## src/rtl/core/flv_aac_to_adts_framer_assert.svh

```systemverilog
// Assertion macros for the FLV AAC to ADTS framer.
// Included by the modules that carry concurrent checks; no other dependencies.
`ifndef FLV_AAC_TO_ADTS_FRAMER_ASSERT_SVH
`define FLV_AAC_TO_ADTS_FRAMER_ASSERT_SVH

// check a property on every rising clock edge outside reset
`define FLVADTS_CHECK(name, clk, rstn, prop, msg) \
	name: assert property (@(posedge clk) disable iff (!rstn) (prop)) else $error(msg);

// check that a condition never holds outside reset
`define FLVADTS_NEVER(name, clk, rstn, cond, msg) \
	name: assert property (@(posedge clk) disable iff (!rstn) !(cond)) else $error(msg);

`endif

```

## src/rtl/core/flvadts_pkg.sv

```systemverilog
// Shared types, constants and helpers of the FLV AAC to ADTS framer.
// No dependencies.
`default_nettype none

package flvadts_pkg;

	localparam int MAX_RES = 7;
	localparam int CNT_W   = $clog2(MAX_RES + 1);
	localparam int FLEN_W  = 13;
	localparam int POS_W   = 3;

	localparam logic [1:0] KIND_PASS = 2'd0;
	localparam logic [1:0] KIND_HDR  = 2'd1;
	localparam logic [1:0] KIND_PAY  = 2'd2;

	localparam logic [7:0] SYNC_BYTE     = 8'hff;
	localparam logic [7:0] SYNC_ID_BYTE  = 8'hf1;
	localparam logic [7:0] HDR_END_BYTE  = 8'hfc;
	localparam logic [7:0] AAC_SEQ_HDR   = 8'h00;
	localparam logic [7:0] AAC_RAW       = 8'h01;
	localparam int         SEQ_MIN_BYTES = 4;
	localparam int         FRAME_ADD     = 5;

	typedef struct packed {
		logic [7:0]        data;
		logic              first;
		logic              last;
		logic [FLEN_W-1:0] len;
	} item_t;

	typedef struct packed {
		logic [7:0] data;
		logic [1:0] kind;
		logic       last;
	} res_t;

	typedef struct packed {
		logic [CNT_W-1:0]       cnt;
		res_t [MAX_RES-1:0]     ent;
	} res_set_t;

	function automatic res_t mk_res(logic [7:0] data, logic [1:0] kind, logic last);
		res_t r;
		r.data = data;
		r.kind = kind;
		r.last = last;
		return r;
	endfunction

	function automatic logic [1:0] profile_of(logic [4:0] obj);
		logic [1:0] p;
		case (obj)
			5'd1:                p = 2'd0;
			5'd2, 5'd5, 5'd29:   p = 2'd1;
			5'd3:                p = 2'd2;
			default:             p = 2'd3;
		endcase
		return p;
	endfunction

endpackage

`default_nettype wire

```

## src/rtl/core/flvadts_in_stage.sv

```systemverilog
// Input register of the framer: holds one accepted item until the parser takes it.
// Depends on flvadts_pkg.
`default_nettype none

module flvadts_in_stage (
	input  wire                 clk,
	input  wire                 arst_n,
	input  wire                 in_valid,
	output logic                in_ready,
	input  flvadts_pkg::item_t  in_item,
	input  wire                 take,
	output logic                valid_s1,
	output flvadts_pkg::item_t  item_s1
);
	import flvadts_pkg::*;

	assign in_ready = !valid_s1 || take;

	always_ff @(posedge clk or negedge arst_n) begin
		if (!arst_n) begin
			valid_s1 <= 1'b0;
		end else if (in_ready) begin
			valid_s1 <= in_valid;
		end
	end

	always_ff @(posedge clk) begin
		if (in_ready && in_valid) begin
			item_s1 <= in_item;
		end
	end

endmodule

`default_nettype wire

```

## src/rtl/core/flvadts_parse.sv

```systemverilog
// Packet parser: tracks the tag state and builds the result items of one input item.
// Depends on flvadts_pkg.
`default_nettype none

module flvadts_parse #(
	parameter int LENGTH_BITS = 13
) (
	input  wire                    clk,
	input  wire                    arst_n,
	input  flvadts_pkg::item_t     item_s1,
	input  wire                    take,
	output flvadts_pkg::res_set_t  res_set
);
	import flvadts_pkg::*;

	typedef enum logic [1:0] {
		MODE_UNDEC   = 2'd0,
		MODE_PASS    = 2'd1,
		MODE_ADTS    = 2'd2,
		MODE_CONSUME = 2'd3
	} mode_t;

	mode_t             mode_q, mode_n;
	logic [POS_W-1:0]  pos_q, pos_n;
	logic              seen_q, seen_n;
	logic [4:0]        obj_q, obj_n;
	logic [3:0]        rate_q, rate_n;
	logic [3:0]        chan_q, chan_n;
	logic [7:0]        held_q, held_n;
	logic [7:0]        objb_q, objb_n;
	logic [FLEN_W-1:0] flen_q, flen_n;
	logic [FLEN_W-1:0] decl_q, decl_n;
	logic [LENGTH_BITS-1:0] len_sum;

	assign len_sum = LENGTH_BITS'(item_s1.len) + LENGTH_BITS'(FRAME_ADD);

	always_comb begin
		mode_n  = mode_q;
		pos_n   = pos_q;
		seen_n  = seen_q;
		obj_n   = obj_q;
		rate_n  = rate_q;
		chan_n  = chan_q;
		held_n  = held_q;
		objb_n  = objb_q;
		flen_n  = flen_q;
		decl_n  = decl_q;
		res_set = '0;
		if (item_s1.first) begin
			decl_n = item_s1.len;
			flen_n = len_sum[FLEN_W-1:0];
			if (item_s1.data == SYNC_BYTE || item_s1.last) begin
				res_set.cnt    = CNT_W'(1);
				res_set.ent[0] = mk_res(item_s1.data, KIND_PASS, item_s1.last);
				mode_n = item_s1.last ? MODE_UNDEC : MODE_PASS;
				pos_n  = item_s1.last ? POS_W'(0) : POS_W'(1);
			end else begin
				held_n = item_s1.data;
				mode_n = MODE_UNDEC;
				pos_n  = POS_W'(1);
			end
		end else if (mode_q == MODE_UNDEC) begin
			if (pos_q == POS_W'(0)) begin
				res_set.cnt    = CNT_W'(1);
				res_set.ent[0] = mk_res(item_s1.data, KIND_PASS, item_s1.last);
			end else begin
				if (item_s1.data == AAC_SEQ_HDR && decl_q >= FLEN_W'(SEQ_MIN_BYTES)) begin
					mode_n = MODE_CONSUME;
				end else if (item_s1.data == AAC_RAW && seen_q) begin
					res_set.cnt    = CNT_W'(MAX_RES);
					res_set.ent[0] = mk_res(SYNC_BYTE, KIND_HDR, 1'b0);
					res_set.ent[1] = mk_res(SYNC_ID_BYTE, KIND_HDR, 1'b0);
					res_set.ent[2] = mk_res({profile_of(obj_q), rate_q, 1'b0, chan_q[2]},
						KIND_HDR, 1'b0);
					res_set.ent[3] = mk_res({chan_q[1:0], 4'b0000, flen_q[12:11]},
						KIND_HDR, 1'b0);
					res_set.ent[4] = mk_res(flen_q[10:3], KIND_HDR, 1'b0);
					res_set.ent[5] = mk_res({flen_q[2:0], 5'b00000}, KIND_HDR, 1'b0);
					res_set.ent[6] = mk_res(HDR_END_BYTE, KIND_HDR, item_s1.last);
					mode_n = MODE_ADTS;
				end else begin
					res_set.cnt    = CNT_W'(2);
					res_set.ent[0] = mk_res(held_q, KIND_PASS, 1'b0);
					res_set.ent[1] = mk_res(item_s1.data, KIND_PASS, item_s1.last);
					mode_n = MODE_PASS;
				end
				pos_n = POS_W'(2);
				if (item_s1.last) begin
					mode_n = MODE_UNDEC;
					pos_n  = POS_W'(0);
				end
			end
		end else begin
			unique case (mode_q)
				MODE_PASS: begin
					res_set.cnt    = CNT_W'(1);
					res_set.ent[0] = mk_res(item_s1.data, KIND_PASS, item_s1.last);
				end
				MODE_ADTS: begin
					res_set.cnt    = CNT_W'(1);
					res_set.ent[0] = mk_res(item_s1.data, KIND_PAY, item_s1.last);
				end
				default: begin
					if (pos_q == POS_W'(2)) begin
						objb_n = item_s1.data;
					end else if (pos_q == POS_W'(3)) begin
						chan_n = item_s1.data[6:3];
						rate_n = {objb_q[2:0], item_s1.data[7]};
						obj_n  = objb_q[7:3];
						seen_n = 1'b1;
					end
				end
			endcase
			if (pos_q < POS_W'(4)) begin
				pos_n = pos_q + POS_W'(1);
			end
			if (item_s1.last) begin
				mode_n = MODE_UNDEC;
				pos_n  = POS_W'(0);
			end
		end
	end

	always_ff @(posedge clk or negedge arst_n) begin
		if (!arst_n) begin
			mode_q <= MODE_UNDEC;
			pos_q  <= '0;
			seen_q <= 1'b0;
			obj_q  <= '0;
			rate_q <= '0;
			chan_q <= '0;
			held_q <= '0;
			objb_q <= '0;
			flen_q <= '0;
			decl_q <= '0;
		end else if (take) begin
			mode_q <= mode_n;
			pos_q  <= pos_n;
			seen_q <= seen_n;
			obj_q  <= obj_n;
			rate_q <= rate_n;
			chan_q <= chan_n;
			held_q <= held_n;
			objb_q <= objb_n;
			flen_q <= flen_n;
			decl_q <= decl_n;
		end
	end

endmodule

`default_nettype wire

```

## src/rtl/core/flvadts_burst.sv

```systemverilog
// Result buffer: holds one input item's results; shifts out one per cycle unless stalled.
// Depends on flvadts_pkg and flv_aac_to_adts_framer_assert.svh.
`default_nettype none

`include "flv_aac_to_adts_framer_assert.svh"

module flvadts_burst (
	input  wire                    clk,
	input  wire                    arst_n,
	input  wire                    valid_s1,
	input  flvadts_pkg::res_set_t  res_set,
	output logic                   take,
	output logic                   out_valid,
	input  wire                    out_ready,
	output flvadts_pkg::res_t      out_res
);
	import flvadts_pkg::*;

	logic [CNT_W-1:0]   cnt_q;
	res_t [MAX_RES-1:0] ent_q;
	logic               shift;

	assign out_valid = (cnt_q != '0);
	assign out_res   = ent_q[0];
	assign take      = valid_s1 && ((cnt_q == '0) || (cnt_q == CNT_W'(1) && out_ready));
	assign shift     = out_valid && out_ready;

	always_ff @(posedge clk or negedge arst_n) begin
		if (!arst_n) begin
			cnt_q <= '0;
		end else if (take) begin
			cnt_q <= res_set.cnt;
		end else if (shift) begin
			cnt_q <= cnt_q - CNT_W'(1);
		end
	end

	always_ff @(posedge clk) begin
		if (take) begin
			ent_q <= res_set.ent;
		end else if (shift) begin
			for (int i = 0; i < MAX_RES - 1; i++) begin
				ent_q[i] <= ent_q[i+1];
			end
		end
	end

	`FLVADTS_NEVER(a_cnt_range, clk, arst_n, cnt_q > CNT_W'(MAX_RES), "result count out of range")
	`FLVADTS_CHECK(a_load_cnt, clk, arst_n, take |=> cnt_q == $past(res_set.cnt), "load count lost")
	`FLVADTS_CHECK(a_shift_cnt, clk, arst_n, (shift && !take) |=> cnt_q == $past(cnt_q) - CNT_W'(1), "shift count wrong")
	`FLVADTS_CHECK(a_last_tail, clk, arst_n, (out_valid && out_res.last) |-> cnt_q == CNT_W'(1), "last item not at tail")

endmodule

`default_nettype wire

```

## src/rtl/core/flv_aac_to_adts_framer.sv

```systemverilog
// FLV AAC audio tag to ADTS framer, top level.
// Depends on flvadts_pkg, flvadts_in_stage, flvadts_parse and flvadts_burst.
//
// Input stream: one byte of an FLV audio tag payload per item. s_axis_tuser marks the
// first byte of a packet, s_axis_tlast the last, and the packet byte count rides in
// tdata alongside the first byte. Output stream: one byte per item, with its kind
// (passed through, ADTS header, ADTS payload) in tuser and the end of an output
// packet on tlast.
// AAC sequence headers are consumed and set the stored stream configuration; raw AAC
// packets lose their two tag bytes and gain a seven-byte ADTS header.
// Throughput: one item per cycle while the receiver is ready and each item yields at most
// one result; the byte that opens an ADTS frame yields seven result items, which the
// single output port drains one at a time while one further input item waits in the
// input register. A first byte that is held back yields no result.
// Reset clears the stored header and the packet tracking; no header is then known and
// raw packets pass unchanged until a sequence header arrives.
// A stalled receiver holds the current output item; input acceptance stops once the
// input register and the result buffer are both occupied.
`default_nettype none

module flv_aac_to_adts_framer #(
	parameter int LENGTH_BITS = 13
) (
	input  wire         clk,
	input  wire         arst_n,
	input  wire         s_axis_tvalid,
	output logic        s_axis_tready,
	input  wire  [23:0] s_axis_tdata,   // [7:0] data_byte, [20:8] packet_bytes, [23:21] zero
	input  wire         s_axis_tuser,   // [0] first_flag
	input  wire         s_axis_tlast,
	output logic        m_axis_tvalid,
	input  wire         m_axis_tready,
	output logic [7:0]  m_axis_tdata,   // [7:0] out_byte
	output logic [1:0]  m_axis_tuser,   // [1:0] out_kind
	output logic        m_axis_tlast
);
	import flvadts_pkg::*;

	item_t    in_item;
	item_t    item_s1;
	logic     valid_s1;
	logic     take;
	res_set_t res_set;
	res_t     out_res;

	always_comb begin
		in_item.data  = s_axis_tdata[7:0];
		in_item.len   = s_axis_tdata[20:8];
		in_item.first = s_axis_tuser;
		in_item.last  = s_axis_tlast;
	end

	flvadts_in_stage u_in_stage (
		.clk      (clk),
		.arst_n   (arst_n),
		.in_valid (s_axis_tvalid),
		.in_ready (s_axis_tready),
		.in_item  (in_item),
		.take     (take),
		.valid_s1 (valid_s1),
		.item_s1  (item_s1)
	);

	flvadts_parse #(
		.LENGTH_BITS (LENGTH_BITS)
	) u_parse (
		.clk     (clk),
		.arst_n  (arst_n),
		.item_s1 (item_s1),
		.take    (take),
		.res_set (res_set)
	);

	flvadts_burst u_burst (
		.clk       (clk),
		.arst_n    (arst_n),
		.valid_s1  (valid_s1),
		.res_set   (res_set),
		.take      (take),
		.out_valid (m_axis_tvalid),
		.out_ready (m_axis_tready),
		.out_res   (out_res)
	);

	assign m_axis_tdata = out_res.data;
	assign m_axis_tuser = out_res.kind;
	assign m_axis_tlast = out_res.last;

endmodule

`default_nettype wire

```

## config.mk

```make
export PLATFORM = sky130hd
export DESIGN_NAME = flv_aac_to_adts_framer
export DESIGN_NICKNAME = d
export VERILOG_FILES = /design/src/rtl/core/flvadts_pkg.sv /design/src/rtl/core/flvadts_in_stage.sv /design/src/rtl/core/flvadts_parse.sv /design/src/rtl/core/flvadts_burst.sv /design/src/rtl/core/flv_aac_to_adts_framer.sv
export VERILOG_INCLUDE_DIRS = /design/src /design/src/rtl/core
export SDC_FILE = /design/constraint.sdc
export NUM_CORES = 1
export LEC_CHECK = 0
export ABC_AREA = 1
export BUFFER_PORTS_ARGS = -buffer_cell sky130_fd_sc_hd__buf_4
export CAP_MARGIN = 20
export CORE_ASPECT_RATIO = 0.9
export CORE_MARGIN = 2
export CORE_UTILIZATION = 35
export CTS_BUF_LIST = sky130_fd_sc_hd__clkbuf_8
export DETAILED_ROUTE_END_ITERATION = 6
export GPL_TIMING_DRIVEN = 0
export SLEW_MARGIN = 20
export SYNTH_ARGS = -nofsm -noshare
export SYNTH_HDL_FRONTEND = slang
export SYNTH_SLANG_ARGS = --single-unit
```

## constraint.sdc

```tcl
create_clock -name clk -period 2.95 [get_ports clk]
set_clock_uncertainty 0.1 [all_clocks]
set_input_delay 0.4425 -clock clk [delete_from_list [all_inputs] [get_ports clk]]
set_output_delay 0.4425 -clock clk [all_outputs]
set_load 0.005 [all_outputs]
```

# Word-level counts from Yosys, hierarchy flattened
# Cells that the tools add are included.
# word_totals
reg_bits	164
latchBits	0
ramBits	0
mem_bits_ro	0
input_bits	30
output_inout_bits	13
elab_cells	128
memories	0
# op_classes
addsub	3
mul	0
n_div	0
n_lt_le_gt_ge	2
n_eq_ne	13
shifts	0
n_mux	39
bitwise_logic	6
reduce_logical	28
# ops
operator	count
$mux W55	4
$mux W66	2
$mux W80	1
$mux W11	4
$mux W3	12
$mux W22	1
$pmux W11 S2	1
$mux W2	9
$add A13 B3 Y13 const B	1
$ge A13 B3 Y1 const B	1
$eq A5 B2 Y1 const B	2
$reduce_and A3 Y1	3
$eq A8 B1 Y1 const B	1
$eq A8 B8 Y1 const B	1
$logic_not A8 Y1	1
$eq A3 B2 Y1 const B	2
$logic_and A1 B1 Y1	6
$logic_not A3 Y1	2
$not A1 Y1	6
$pmux W2 S3	1
$reduce_and A6 Y1	1
$reduce_bool A3 Y1	2
$eq A5 B1 Y1 const B	1
$eq A5 B3 Y1 const B	1
other kinds (20)	25

# Longest topological paths before layout
# Gate-level depths: netlist of the first run.
# logic_depth
depth_word	9
depth_mapped	13
ltp_nobuf	12

# By module
# Synthesis of the first run repeated with hierarchy kept, for this count alone.
# unflattened
hier_cells	864
hier_area_um2	8015.2
# modules_own_cells
module	n_inst	cells_per_inst	area_each_um2	seq_area_each_um2
flvadts_burst	1	349	3647.2	2387.3
flvadts_parse	1	486	3632.2	1451.4
flvadts_in_stage	1	29	735.7	715.7

# Worst setup path before layout of the first run
# No wires, ideal clock.
# synth_timing
kind	reg2reg
start	register u_burst.cnt_q[0]
end	register u_burst.cnt_q[2]
setup_ns	0.125
arrival_ns	2.497
t_required_ns	2.725
path_slack_ns	0.228
stages_incl_launch_ff	10
n_path_buf	0
synth_period_minus_slack_ns	2.722
cell_sequence	dfrtp_1 > inv_1 > ha_1 > nand2_4 > nand2_1 > o21ai_0 > inv_1 > o21ai_0 > nand2_1 > nand2_1
# synth_between
word_cells_on_any_way	11
cone_classes	add/sub: 1; eq/ne: 1; mux: 2; reduce/logical: 7
# synth_rtl
element	line_no	source
from (decl)	flvadts_burst.sv:19	logic [CNT_W-1:0] cnt_q;
from (signal assigned)	flvadts_burst.sv:32	cnt_q <= res_set.cnt;
from (signal assigned)	flvadts_burst.sv:34	cnt_q <= cnt_q - CNT_W'(1);
$reduce_bool A3 Y1	flvadts_burst.sv:23	assign out_valid = (cnt_q != '0);
via m_axis_tvalid	flv_aac_to_adts_framer.sv:31	output logic m_axis_tvalid,
$logic_and A1 B1 Y1	flvadts_burst.sv:26	assign shift = out_valid && out_ready;
$reduce_bool A2 Y1 (no source line)	n/a	
# The timed path passes the listed nets, and every way through them passes these cells. The select of a mux whose other input is x is not followed.
# A chain may end at the register's enable or synchronous reset.

# Worst setup path in the final report of the first run
# layout_timing
start	register u_burst.cnt_q[0]
end	register u_burst.cnt_q[2]
# layout_between
elab_chain_len	5
word_cells_on_any_way	11
cone_classes	add/sub: 1; eq/ne: 1; mux: 2; reduce/logical: 7
# layout_lines
element
parallel branches: the longest is 5 deep, another holds $sub A3 B1 Y3
# Several ways; the timed one is not identified. The select of a mux whose other input is x is not followed.

==> flow_summary_export.csv, run 1 <==
group,metric,value,unit
sta,drv_slew,0,
cts,clk_latency,0.44,ns
route,viasPerCell,4.48,
placement,dp.cells,966,
route,drt-wirelength-per-cell,13.0,µm
final_layout,layout.nets,782,
global_routing,grt_pass1_wl,22000,µm
placement,post_dp_cell_area,7210,µm²
sta,fin_hold_ws,-0.0449,ns
final_layout,diodes,0,
global_routing,overflow,0,
cts,cts_hold_buf,0,
route,drt_iter0_drc,264,
power,report.power.total,7.28,mW
global_routing,gr-usage-met2,22.0,%
logic_synthesis,synthDistinctLibCells,37,
hold_path,worstHoldPathType,"input pin to asynchronous set/reset pin",
setup_path,r2r_slack,0.77,ns
sta,fmax,458,MHz
global_routing,grt_max_degree,63,
sta,slew-limit-headroom,39.9,%
logic_synthesis,synth-xor-area-share,0.798,%
global_routing,grt_use_met1,19.6,%
cts,cts-resized-gates,0,
floorplan,dieWidth,149,µm
logic_synthesis,post-synth-top-area-fraction,37.4,%
final_layout,stdcell_count,998,
power,p_per_area,964,nW/µm²
setup_path,crit_type,"register to register",
setup_path,cp.required,3.23,ns
setup_path,crit_buf_inv,3,
logic_synthesis,synth_simple_gate_area_share,20.4,%
sta,rsz0062_at_grt,"no",
logic_synthesis,yosysSeqAreaShare,61.0,%
sta,fin_tns_setup,0,ns
sta,setup_viol,0,
final_layout,area_growth,14.8,%
cts,h-tree-depth,4,
global_routing,antenna_found_initial,0,
cts,clock_path_buffers,2,
sta,worst_pin_slew,0.900,ns
cts,root_buffer,"clkbuf_8",
final_layout,final_cell_area,7560,µm²
cts,cts_tree,"built",
setup_path,cp_slowest_stage_delay,0.61,ns
setup_path,path_max_fanout,57,
route,wirelength,12900,µm
logic_synthesis,synthAdderAreaFrac,2.28,%
logic_synthesis,netlist_area,6580,µm²
final_layout,layout-drive-gt1-share,16.2,%
setup_path,cp_cell_sequence,"inv_1 > ha_1 > nand2_4 > o21ai_0 > inv_4 > buf_16 > o21ai_0 > nand2_1 > nand2_1",
logic_synthesis,async_flop_share,43.1,%
cts,cts_setup_buffers,0,
placement,gp_congestion,0.853,
setup_path,rr_endpoint,"u_burst.cnt_q[2]",
logic_synthesis,synth-compound-area-share,6.84,%
route,drc,0,
global_routing,gr-usage-met3,3.98,%
setup_path,crit_cells,9,
setup_path,start_kind,"register",
sta,min_period,2.18,ns
floorplan,fp.dieArea,19900,µm²
logic_synthesis,synthesis.nets,723,
setup_path,r2r_cells,9,
global_routing,grt_pass1_vias,4386,
setup_path,crit_arrival,2.46,ns
logic_synthesis,ys_ff_latch,144,
flow_run,maxCapViolCount,0,
logic_synthesis,synthTopCellsByArea,"edfxtp_1 37%, dfrtp_1 24%, nand2_1 11%",
power,ir_drop,385,µV
status,run_status,"finished with violations",
floorplan,core_area,18400,µm²
cts,cts_made_buffers,17,
setup_path,worstSetupEndpointType,"register",
placement,portBuffers,39,
status,violations,"negative hold slack",
sta,hold_violations,13,
power,p_leak,3.48,nW
logic_synthesis,ys.flop_type,"edfxtp_1",
logic_synthesis,synthMuxAreaShare,0,%
cts,clock_sinks,144,
logic_synthesis,ys_warn_count,0,
route,dr.pass1.iters,5,
placement,dp_hpwl,9290,µm
floorplan,rows,47,
cts,path_clk_slew,0.07,ns
global_routing,track_usage,14.2,%
logic_synthesis,synth-edff-count,82,
sta,fin_crit_sh,74.0,%
logic_synthesis,synth_top_family_by_area,"simple AND/OR/NAND/NOR gates",
logic_synthesis,syn_area_per_cell,9.67,µm²
floorplan,start_util,35.8,%
setup_path,rr_startpoint,"u_burst.cnt_q[0]",
floorplan,pin_count,43,
setup_path,critical-path-slowest-cell,"o21ai_0",
global_routing,busiest_layer,"met2",
setup_path,cp_top_family,"compound AO/OA/AOI/OAI gates",
floorplan,die_y,134,µm
route,drtAntennaViolNets,0,
logic_synthesis,syn_inst,681,
logic_synthesis,synth_top_cell_by_area,"edfxtp_1",
route,dr_total_vias,4467,
## metrics by stage
stage | util (%) | setup WS, ns | hold WS [ns]
6_report | 41.1 | 0.767 | -0.0449
5_1_grt | 41.1 | 0.611 | 0.0389
4_1_cts | 41.1 | 0.739 | 0.00631
3_5_place_dp | 39.2 | 0.765 | 0.365
3_3_place_gp | 39.0 | -0.517 | 0.351
2_1_floorplan | - | 0.228 | 0.0469
## layout make-up
class | instances | area, µm²
inverter | 97 | 370
tap | 245 | 307
clock inverter | 13 | 82.6
buffer | 30 | 208
clock buffer | 19 | 262
timing repair buffer | 40 | 320
fill | 1826 | 10900
sequential | 144 | 4010
multi-input combinational | 410 | 1990
## kinds of logic after synthesis
group | after synthesis
compound gates | 87
fa+ha+maj | 12
buf+inv | 127
xor+xnor | 6
simple gates | 305
flops | 144
## report_power, final
group          internal, mW  leakage, nW  switching, mW
registers              3.18         1.61          0.328
clock network         0.683        0.202          0.704
logic                 0.925         1.67           1.47
## metal layers
metal  share of wire, %  up-vias
met5                  0        -
met4               0.59        0
met3                5.7        5
met2                 47       87
met1                 47     2089
li1                   -     2286
## how the worst max path moves through the flow
stage / startpoint / end / slack, ns
3_3_place_gp: u_burst.cnt_q[0] / u_burst.cnt_q[2] / -0.52
4_1_cts: u_burst.cnt_q[0] / u_burst.cnt_q[2] / 0.74
3_5_place_dp: u_burst.cnt_q[0] / u_burst.cnt_q[2] / 0.76
2_1_floorplan: u_burst.cnt_q[0] / u_burst.cnt_q[2] / 0.23
5_1_grt: u_burst.cnt_q[0] / u_in_stage.item_s1[4] / 0.61
6_report: u_burst.cnt_q[0] / u_burst.cnt_q[2] / 0.77
## state kept, by name, indices dropped and copies added (netlist names)
register / flops
u_parse.pos_q: 3
u_burst.cnt_q: 3
u_burst.out_res: 11
u_parse.rate_q: 4
u_parse.decl_q: 11
u_in_stage.valid_s1: 1
u_parse.seen_q: 1
u_burst.ent_q: 48
u_parse.mode_q: 2
u_parse.chan_q: 3
u_in_stage.item_s1: 23
u_parse.objb_q: 8
u_parse.held_q: 8
u_parse.obj_q: 5
u_parse.flen_q: 13
## synth_stat cells, types with 5 or more instances
cell type	instances
a21oi_1	5
buf_2	10
nor2_1	44
dfrtp_1	62
edfxtp_1	82
buf_4	10
nand2_1	200
o21ai_0	53
nand3_1	31
or2_0	7
inv_1	83
inv_2	12
o21ai_1	23
buf_6	6
ha_1	12
## cells in the final DEF (no fill, tap or decap), drive strengths merged
cell / netlist / routed
nand2: 204 / 204
inv: 96 / 101
edfxtp: 82 / 82
o21ai: 76 / 76
buf: 26 / 66
dfrtp: 62 / 62
nor2: 50 / 50
nand3: 32 / 32
clkbuf: 4 / 23
ha: 12 / 12
clkinv: 1 / 8
or2: 8 / 8
a21oi: 6 / 6
nand4: 5 / 5
xor2: 4 / 4
nor3: 3 / 3
o211ai: 3 / 3
xnor2: 2 / 2
nor3b: 2 / 2
nor4: 1 / 1
a22oi: 1 / 1
o22ai: 1 / 1
bufinv: 0 / 1
## worst reg2reg max path, delay by kind of cell, from the launching register on
kind	cells	cell delay, ns
and+or+nand+nor	3	0.23
DFF	1	0.42
AOI/OAI and AO/OA	2	0.75
buffers and inverters	3	0.44
adders and majority gates	1	0.19
(Power assumes the default switching activity.)
==> run 2: changes to the inputs <==
- clock period: 2.95 -> 1.8 ns (I/O delays scaled with it)
==> run 2 against run 1 <==
Net effect: the run ends with negative setup slack left; die area unchanged; combinational power increased to 2.5 times the previous value; utilization increased by 8.3 points; critical path depth increased by 4; sequential share of layout area decreased by 8.9 points; hold slack improved by 0.13 ns; sequential power increased by 66%; setup slack got worse by 0.96 ns; clock power increased by 90%; design area increased by 20%; critical path type unchanged; critical endpoint unchanged.
==> flow_summary_export.csv, run 2 (synthesis results as in run 1) <==
group,metric,value,unit
status,run_status,"finished with violations",
status,violations,"negative setup slack",
final_layout,layout_commonest_cell,"nand2_1",
route,dr.pass1.iters,6,
power,p_leak,4.17,nW
cts,clock_sinks,144,
floorplan,dieWidth,149,µm
sta,rsz0062_at_grt,"yes",
route,drt_iter0_drc,325,
sta,worst_pin_slew,0.843,ns
final_layout,final_cell_area,9080,µm²
hold_path,worstHoldPathType,"input pin to register",
global_routing,grt_pass1_wl,24700,µm
cts,root_buffer,"clkbuf_8",
global_routing,antenna_found_initial,0,
sta,fmax,502,MHz
setup_path,cp_slowest_stage_delay,0.44,ns
cts,cts_tree,"built",
cts,cts_made_buffers,17,
flow_run,maxCapViolCount,0,
setup_path,cp.required,2.09,ns
setup_path,worstSetupEndpointType,"register",
global_routing,grt_max_degree,63,
cts,clock_path_buffers,2,
floorplan,start_util,35.8,%
cts,h-tree-depth,4,
final_layout,top_register,"u_burst.ent_q",
setup_path,cp_top_family,"simple AND/OR/NAND/NOR gates",
route,viasPerCell,4.64,
setup_path,cp_cell_sequence,"inv_2 > ha_4 > nand2_4 > nand2_4 > nand2_8 > buf_12 > nor2_8 > nand2_8 > buf_4 > buf_4 > o21ai_0 > nand2_1 > nand2_1",
setup_path,crit_type,"register to register",
route,dr_total_vias,5087,
final_layout,diodes,0,
placement,portBuffers,39,
floorplan,pin_count,43,
cts,clk_latency,0.46,ns
final_layout,layout-drive-gt1-share,32.4,%
global_routing,track_usage,16.2,%
power,ir_drop,731,µV
sta,fin_ws,-0.194,ns
route,wirelength,15800,µm
cts,path_clk_slew,0.07,ns
setup_path,crit_buf_inv,4,
final_layout,area_growth,37.9,%
floorplan,core_area,18400,µm²
sta,min_period,1.99,ns
route,drc,0,
sta,fin_hold_ws,0.0809,ns
final_layout,multi_input_area,2300,µm²
sta,fin_crit_sh,111,%
global_routing,grt_pass1_vias,4966,
power,p_per_area,1600,nW/µm²
route,drt-wirelength-per-cell,14.4,µm
floorplan,fp.dieArea,19900,µm²
setup_path,crit_arrival,2.29,ns
sta,slew-limit-headroom,43.8,%
final_layout,layout_common_cells,"172 x nand2_1, 100 x buf_4, 82 x edfxtp_1",
floorplan,rows,47,
sta,hold_violations,0,
floorplan,die_y,134,µm
final_layout,top_regs,"u_burst.ent_q x48, u_in_stage.item_s1 x23, u_parse.flen_q x13",
final_layout,final-seq-area,4010,µm²
global_routing,overflow,0,
sta,setup_viol,160,
setup_path,start_kind,"register",
placement,gp_congestion,0.811,
final_layout,largest_reg_flops,48,
final_layout,fillers,1601,
setup_path,path_max_fanout,5,
placement,post_dp_cell_area,7220,µm²
final_layout,layout.nets,881,
sta,drv_slew,0,
setup_path,critical-path-slowest-cell,"dfrtp_1",
placement,pre_cts_slack,-0.541,ns
placement,dp_hpwl,9410,µm
route,drtAntennaViolNets,0,
-- run 2: path summary, 6_finish.rpt --
| kind | start | endpoint | slack [ns] | depth (start not counted) |
|---|---|---|---|---|
| worst max-delay path | u_burst.cnt_q[0] | u_burst.cnt_q[2] | -0.19 | 13 |
| worst min-delay path | s_axis_tvalid | u_in_stage.valid_s1 | 0.08 | 3 |
| worst max register to register | u_burst.cnt_q[0] | u_burst.cnt_q[2] | -0.19 | 13 |
| worst min register to register | u_parse.flen_q[4] | u_parse.flen_q[4] | 0.39 | 2 |
| max in group asynchronous | arst_n | u_parse.flen_q[3] | 0.68 | 2 |
| min in group asynchronous | arst_n | u_parse.held_q[4] | 0.36 | 2 |
-- run 2: layer usage --
metal,up-vias,wire [µm],GRT usage [%]
met5,-,0,0
met4,0,266,6.46
met3,24,790,4.01
met2,130,7650,26.1
met1,2431,7070,21.1
li1,2502,-,-
-- run 2: power breakdown --
group | internal [mW] | switching [mW]
Clock | 1.42 | 1.22
Combinational | 2.87 | 3.21
Sequential | 5.20 | 0.607
Total | 9.49 | 5.04
-- run 2: final cells by class --
cell class	instances	area share, %
clock buffer	19	2.88
tap	245	3.38
buffer	29	2.89
clock inverter	13	1.59
multi-input combinational	410	25.3
inverter	97	4.40
sequential	144	44.2
timing repair buffer	138	15.2
timing repair inverter	2	0.165
-- run 2: worst min-delay path: stages --
cell and delay, ns:
buf_4 0.07, nand2_1 0.15, nand2_1 0.10
-- run 2: through the flow --
step | power (mW) | std cells | TNS [ns] | util [%]
2_1_floorplan | 8.54 | 681 | -26.83 | -
3_3_place_gp | 9.72 | 965 | -71.83 | 39.1
3_5_place_dp | 9.84 | 966 | -43.89 | 39.2
4_1_cts | 13.7 | 1070 | -3.02 | 46.3
5_1_grt | 15.5 | 1097 | -21.90 | 49.3
6_report | 14.5 | 1097 | -12.92 | 49.3
-- run 2: repair_timing --
item / CTS / global route
buffers inserted: 38 / 24
endpoints found under the hold margin: 85 / 0
setup endpoints to repair: 188 / 195
hold buffers: 24 / 0
pin swaps: 14 / 19
resized for setup: 58 / 114
cloned: 10 / 4
==> run 3: changes to the inputs <==
- MAX_ROUTING_LAYER: unset -> met4
- PLACE_DENSITY_LB_ADDON: unset -> 0.25
==> run 3 against run 2 <==
Net effect: the flow still finishes with violations (negative setup slack); hold slack worse by 0.021 ns; critical path depth shrank 2; first-iteration DRC count decreased by 15%; clock power rose by 6%; register-to-register slack gained 0.11 ns; maximum frequency is 5.6% higher; global-route usage is 0.36 points lower; wire length decreased by 7.3%; count of clock-buffer cells in the layout down 1; critical path type unchanged; critical endpoint is now u_burst.out_res[4]; largest cell class unchanged.
==> flow_summary_export.csv, run 3 (synthesis results as in run 1) <==
group,metric,value,unit
route,dr_total_vias,4766,
final_layout,layout_commonest_cell,"nand2_1",
sta,fin_crit_sh,105,%
power,p_leak,3.97,nW
sta,fin_ws,-0.0886,ns
setup_path,worstSetupEndpointType,"register",
floorplan,start_util,35.8,%
placement,dp_hpwl,9400,µm
floorplan,fp.dieArea,19900,µm²
final_layout,fillers,1699,
floorplan,core_area,18400,µm²
setup_path,crit_arrival,2.01,ns
cts,clk_latency,0.45,ns
final_layout,multi_input_area,2290,µm²
hold_path,hp-start,"s_axis_tvalid",
global_routing,antenna_found_initial,0,
placement,post_dp_cell_area,7220,µm²
route,drtAntennaViolNets,0,
final_layout,diodes,0,
placement,dp.cells,966,
final_layout,layout_common_cells,"171 x nand2_1, 88 x buf_4, 82 x edfxtp_1",
final_layout,final-seq-area,4010,µm²
setup_path,cp.required,1.92,ns
sta,drv_slew,0,
sta,setup_viol,84,
power,power_frac_comb,38.5,%
sta,fin_tns_setup,-3.56,ns
route,drt-wirelength-per-cell,13.6,µm
status,run_status,"finished with violations",
global_routing,track_usage,15.8,%
setup_path,critPathLaunch,"u_burst.cnt_q[0]",
power,report.power.total,14.0,mW
route,dr.pass1.iters,4,
cts,h-tree-depth,4,
hold_path,holdPathEnd,"u_in_stage.valid_s1",
power,p_sw_share,34.3,%
floorplan,pin_count,43,
final_layout,top_regs,"u_burst.ent_q x48, u_in_stage.item_s1 x23, u_parse.flen_q x13",
final_layout,largest_reg_flops,48,
placement,gp_congestion,0.846,
cts,clock_sinks,144,
sta,min_period,1.89,ns
power,p_sw,4.79,mW
cts,cts_tree,"built",
cts,clock_path_buffers,2,
power,clockPowerShare,20.2,%
placement,portBuffers,39,
setup_path,r2r_cells,11,
global_routing,grt_max_degree,63,
power,ir_drop,674,µV
setup_path,crit_type,"register to register",
power,p_per_area,1590,nW/µm²
final_layout,final_cell_area,8780,µm²
route,drc,0,
route,viasPerCell,4.45,
final_layout,stdcell_count,1072,
sta,rsz0062_at_grt,"yes",
sta,fmax,530,MHz
floorplan,rows,47,
global_routing,grt_pass1_vias,4583,
sta,hold_violations,0,
cts,path_clk_slew,0.08,ns
setup_path,r2r_slack,-0.09,ns
placement,pre_cts_slack,-0.572,ns
hold_path,worstHoldPathType,"input pin to register",
setup_path,path_max_fanout,5,
final_layout,postLayoutCoreUtil,47.7,%
route,drt_iter0_drc,275,
cts,root_buffer,"clkbuf_8",
power,power.share.sequential,41.3,%
cts,cts_made_buffers,17,
setup_path,rr_startpoint,"u_burst.cnt_q[0]",
route,wirelength,14600,µm
hold_path,whs_path_depth,3,
floorplan,dieWidth,149,µm
sta,slew-limit-headroom,43.5,%
final_layout,top_register,"u_burst.ent_q",
power,cell_internal_pwr,9.16,mW
sta,fin_hold_ws,0.0604,ns
flow_run,maxCapViolCount,0,
global_routing,grt_pass1_wl,23300,µm
final_layout,layout-drive-gt1-share,29.0,%
global_routing,overflow,0,
floorplan,die_y,134,µm
final_layout,area_growth,33.4,%
sta,worst_pin_slew,0.848,ns
status,violations,"negative setup slack",
setup_path,rr_endpoint,"u_burst.out_res[4]",
setup_path,start_kind,"register",
final_layout,layout.nets,856,
run 3: how the worst max path moves through the flow:
stage	end	slack, ns	depth (start not counted)
after floorplan	u_burst.ent_q[11]	-0.46	5
after global placement	u_burst.ent_q[34]	-0.98	5
after detailed placement	u_burst.ent_q[23]	-0.57	6
after CTS	u_burst.out_res[4]	-0.07	11
after global routing	u_burst.ent_q[37]	-0.17	10
final	u_burst.out_res[4]	-0.09	11
run 3: what timing repair did:
| action | in CTS | in global routing |
|---|---|---|
| resized for setup | 55 | 77 |
| endpoints found under the setup margin | 185 | 178 |
| pin swaps | 8 | 13 |
| cloned | 4 | 4 |
| hold buffers | 24 | 0 |
| hold endpoints to repair | 85 | 0 |
| setup buffers | 33 | 10 |
run 3: worst max-delay path, stage by stage, from the launching register on:
cell     delay, ns
dfrtp_1       0.43
inv_2         0.08
ha_4          0.16
nand2_4       0.07
nand2_4       0.07
nand2_8       0.09
buf_12        0.14
inv_8         0.05
buf_8         0.12
or2_0         0.19
nand2_1       0.11
inv_1         0.04
run 3: layout make-up:
type                       count  area share [%]
clock inverter                14            2.15
clock buffer                  18            2.82
timing repair inverter         2           0.171
sequential                   144            45.7
inverter                      97            4.54
multi-input combinational    410            26.0
buffer                        29            3.02
tap                          245            3.49
timing repair buffer         113            12.1
run 3: power by group through the flow:
stage | sequential [mW] | combinational (mW) | clock (mW)
after global placement | 5.82 | 3.93 | 0
final | 5.77 | 5.37 | 2.81
after CTS | 5.73 | 4.85 | 2.89
after global routing | 5.90 | 6.03 | 3.02
after detailed placement | 5.81 | 4.03 | 0
after floorplan | 5.66 | 2.88 | 0
run 3: per-layer routing:
| metal | part of all wire [%] | track usage (%) |
|---|---|---|
| met3 | 4.6 | 4.39 |
| met4 | 1.4 | 5.03 |
| met5 | 0 | - |
| met2 | 47 | 23.9 |
| met1 | 47 | 20.9 |
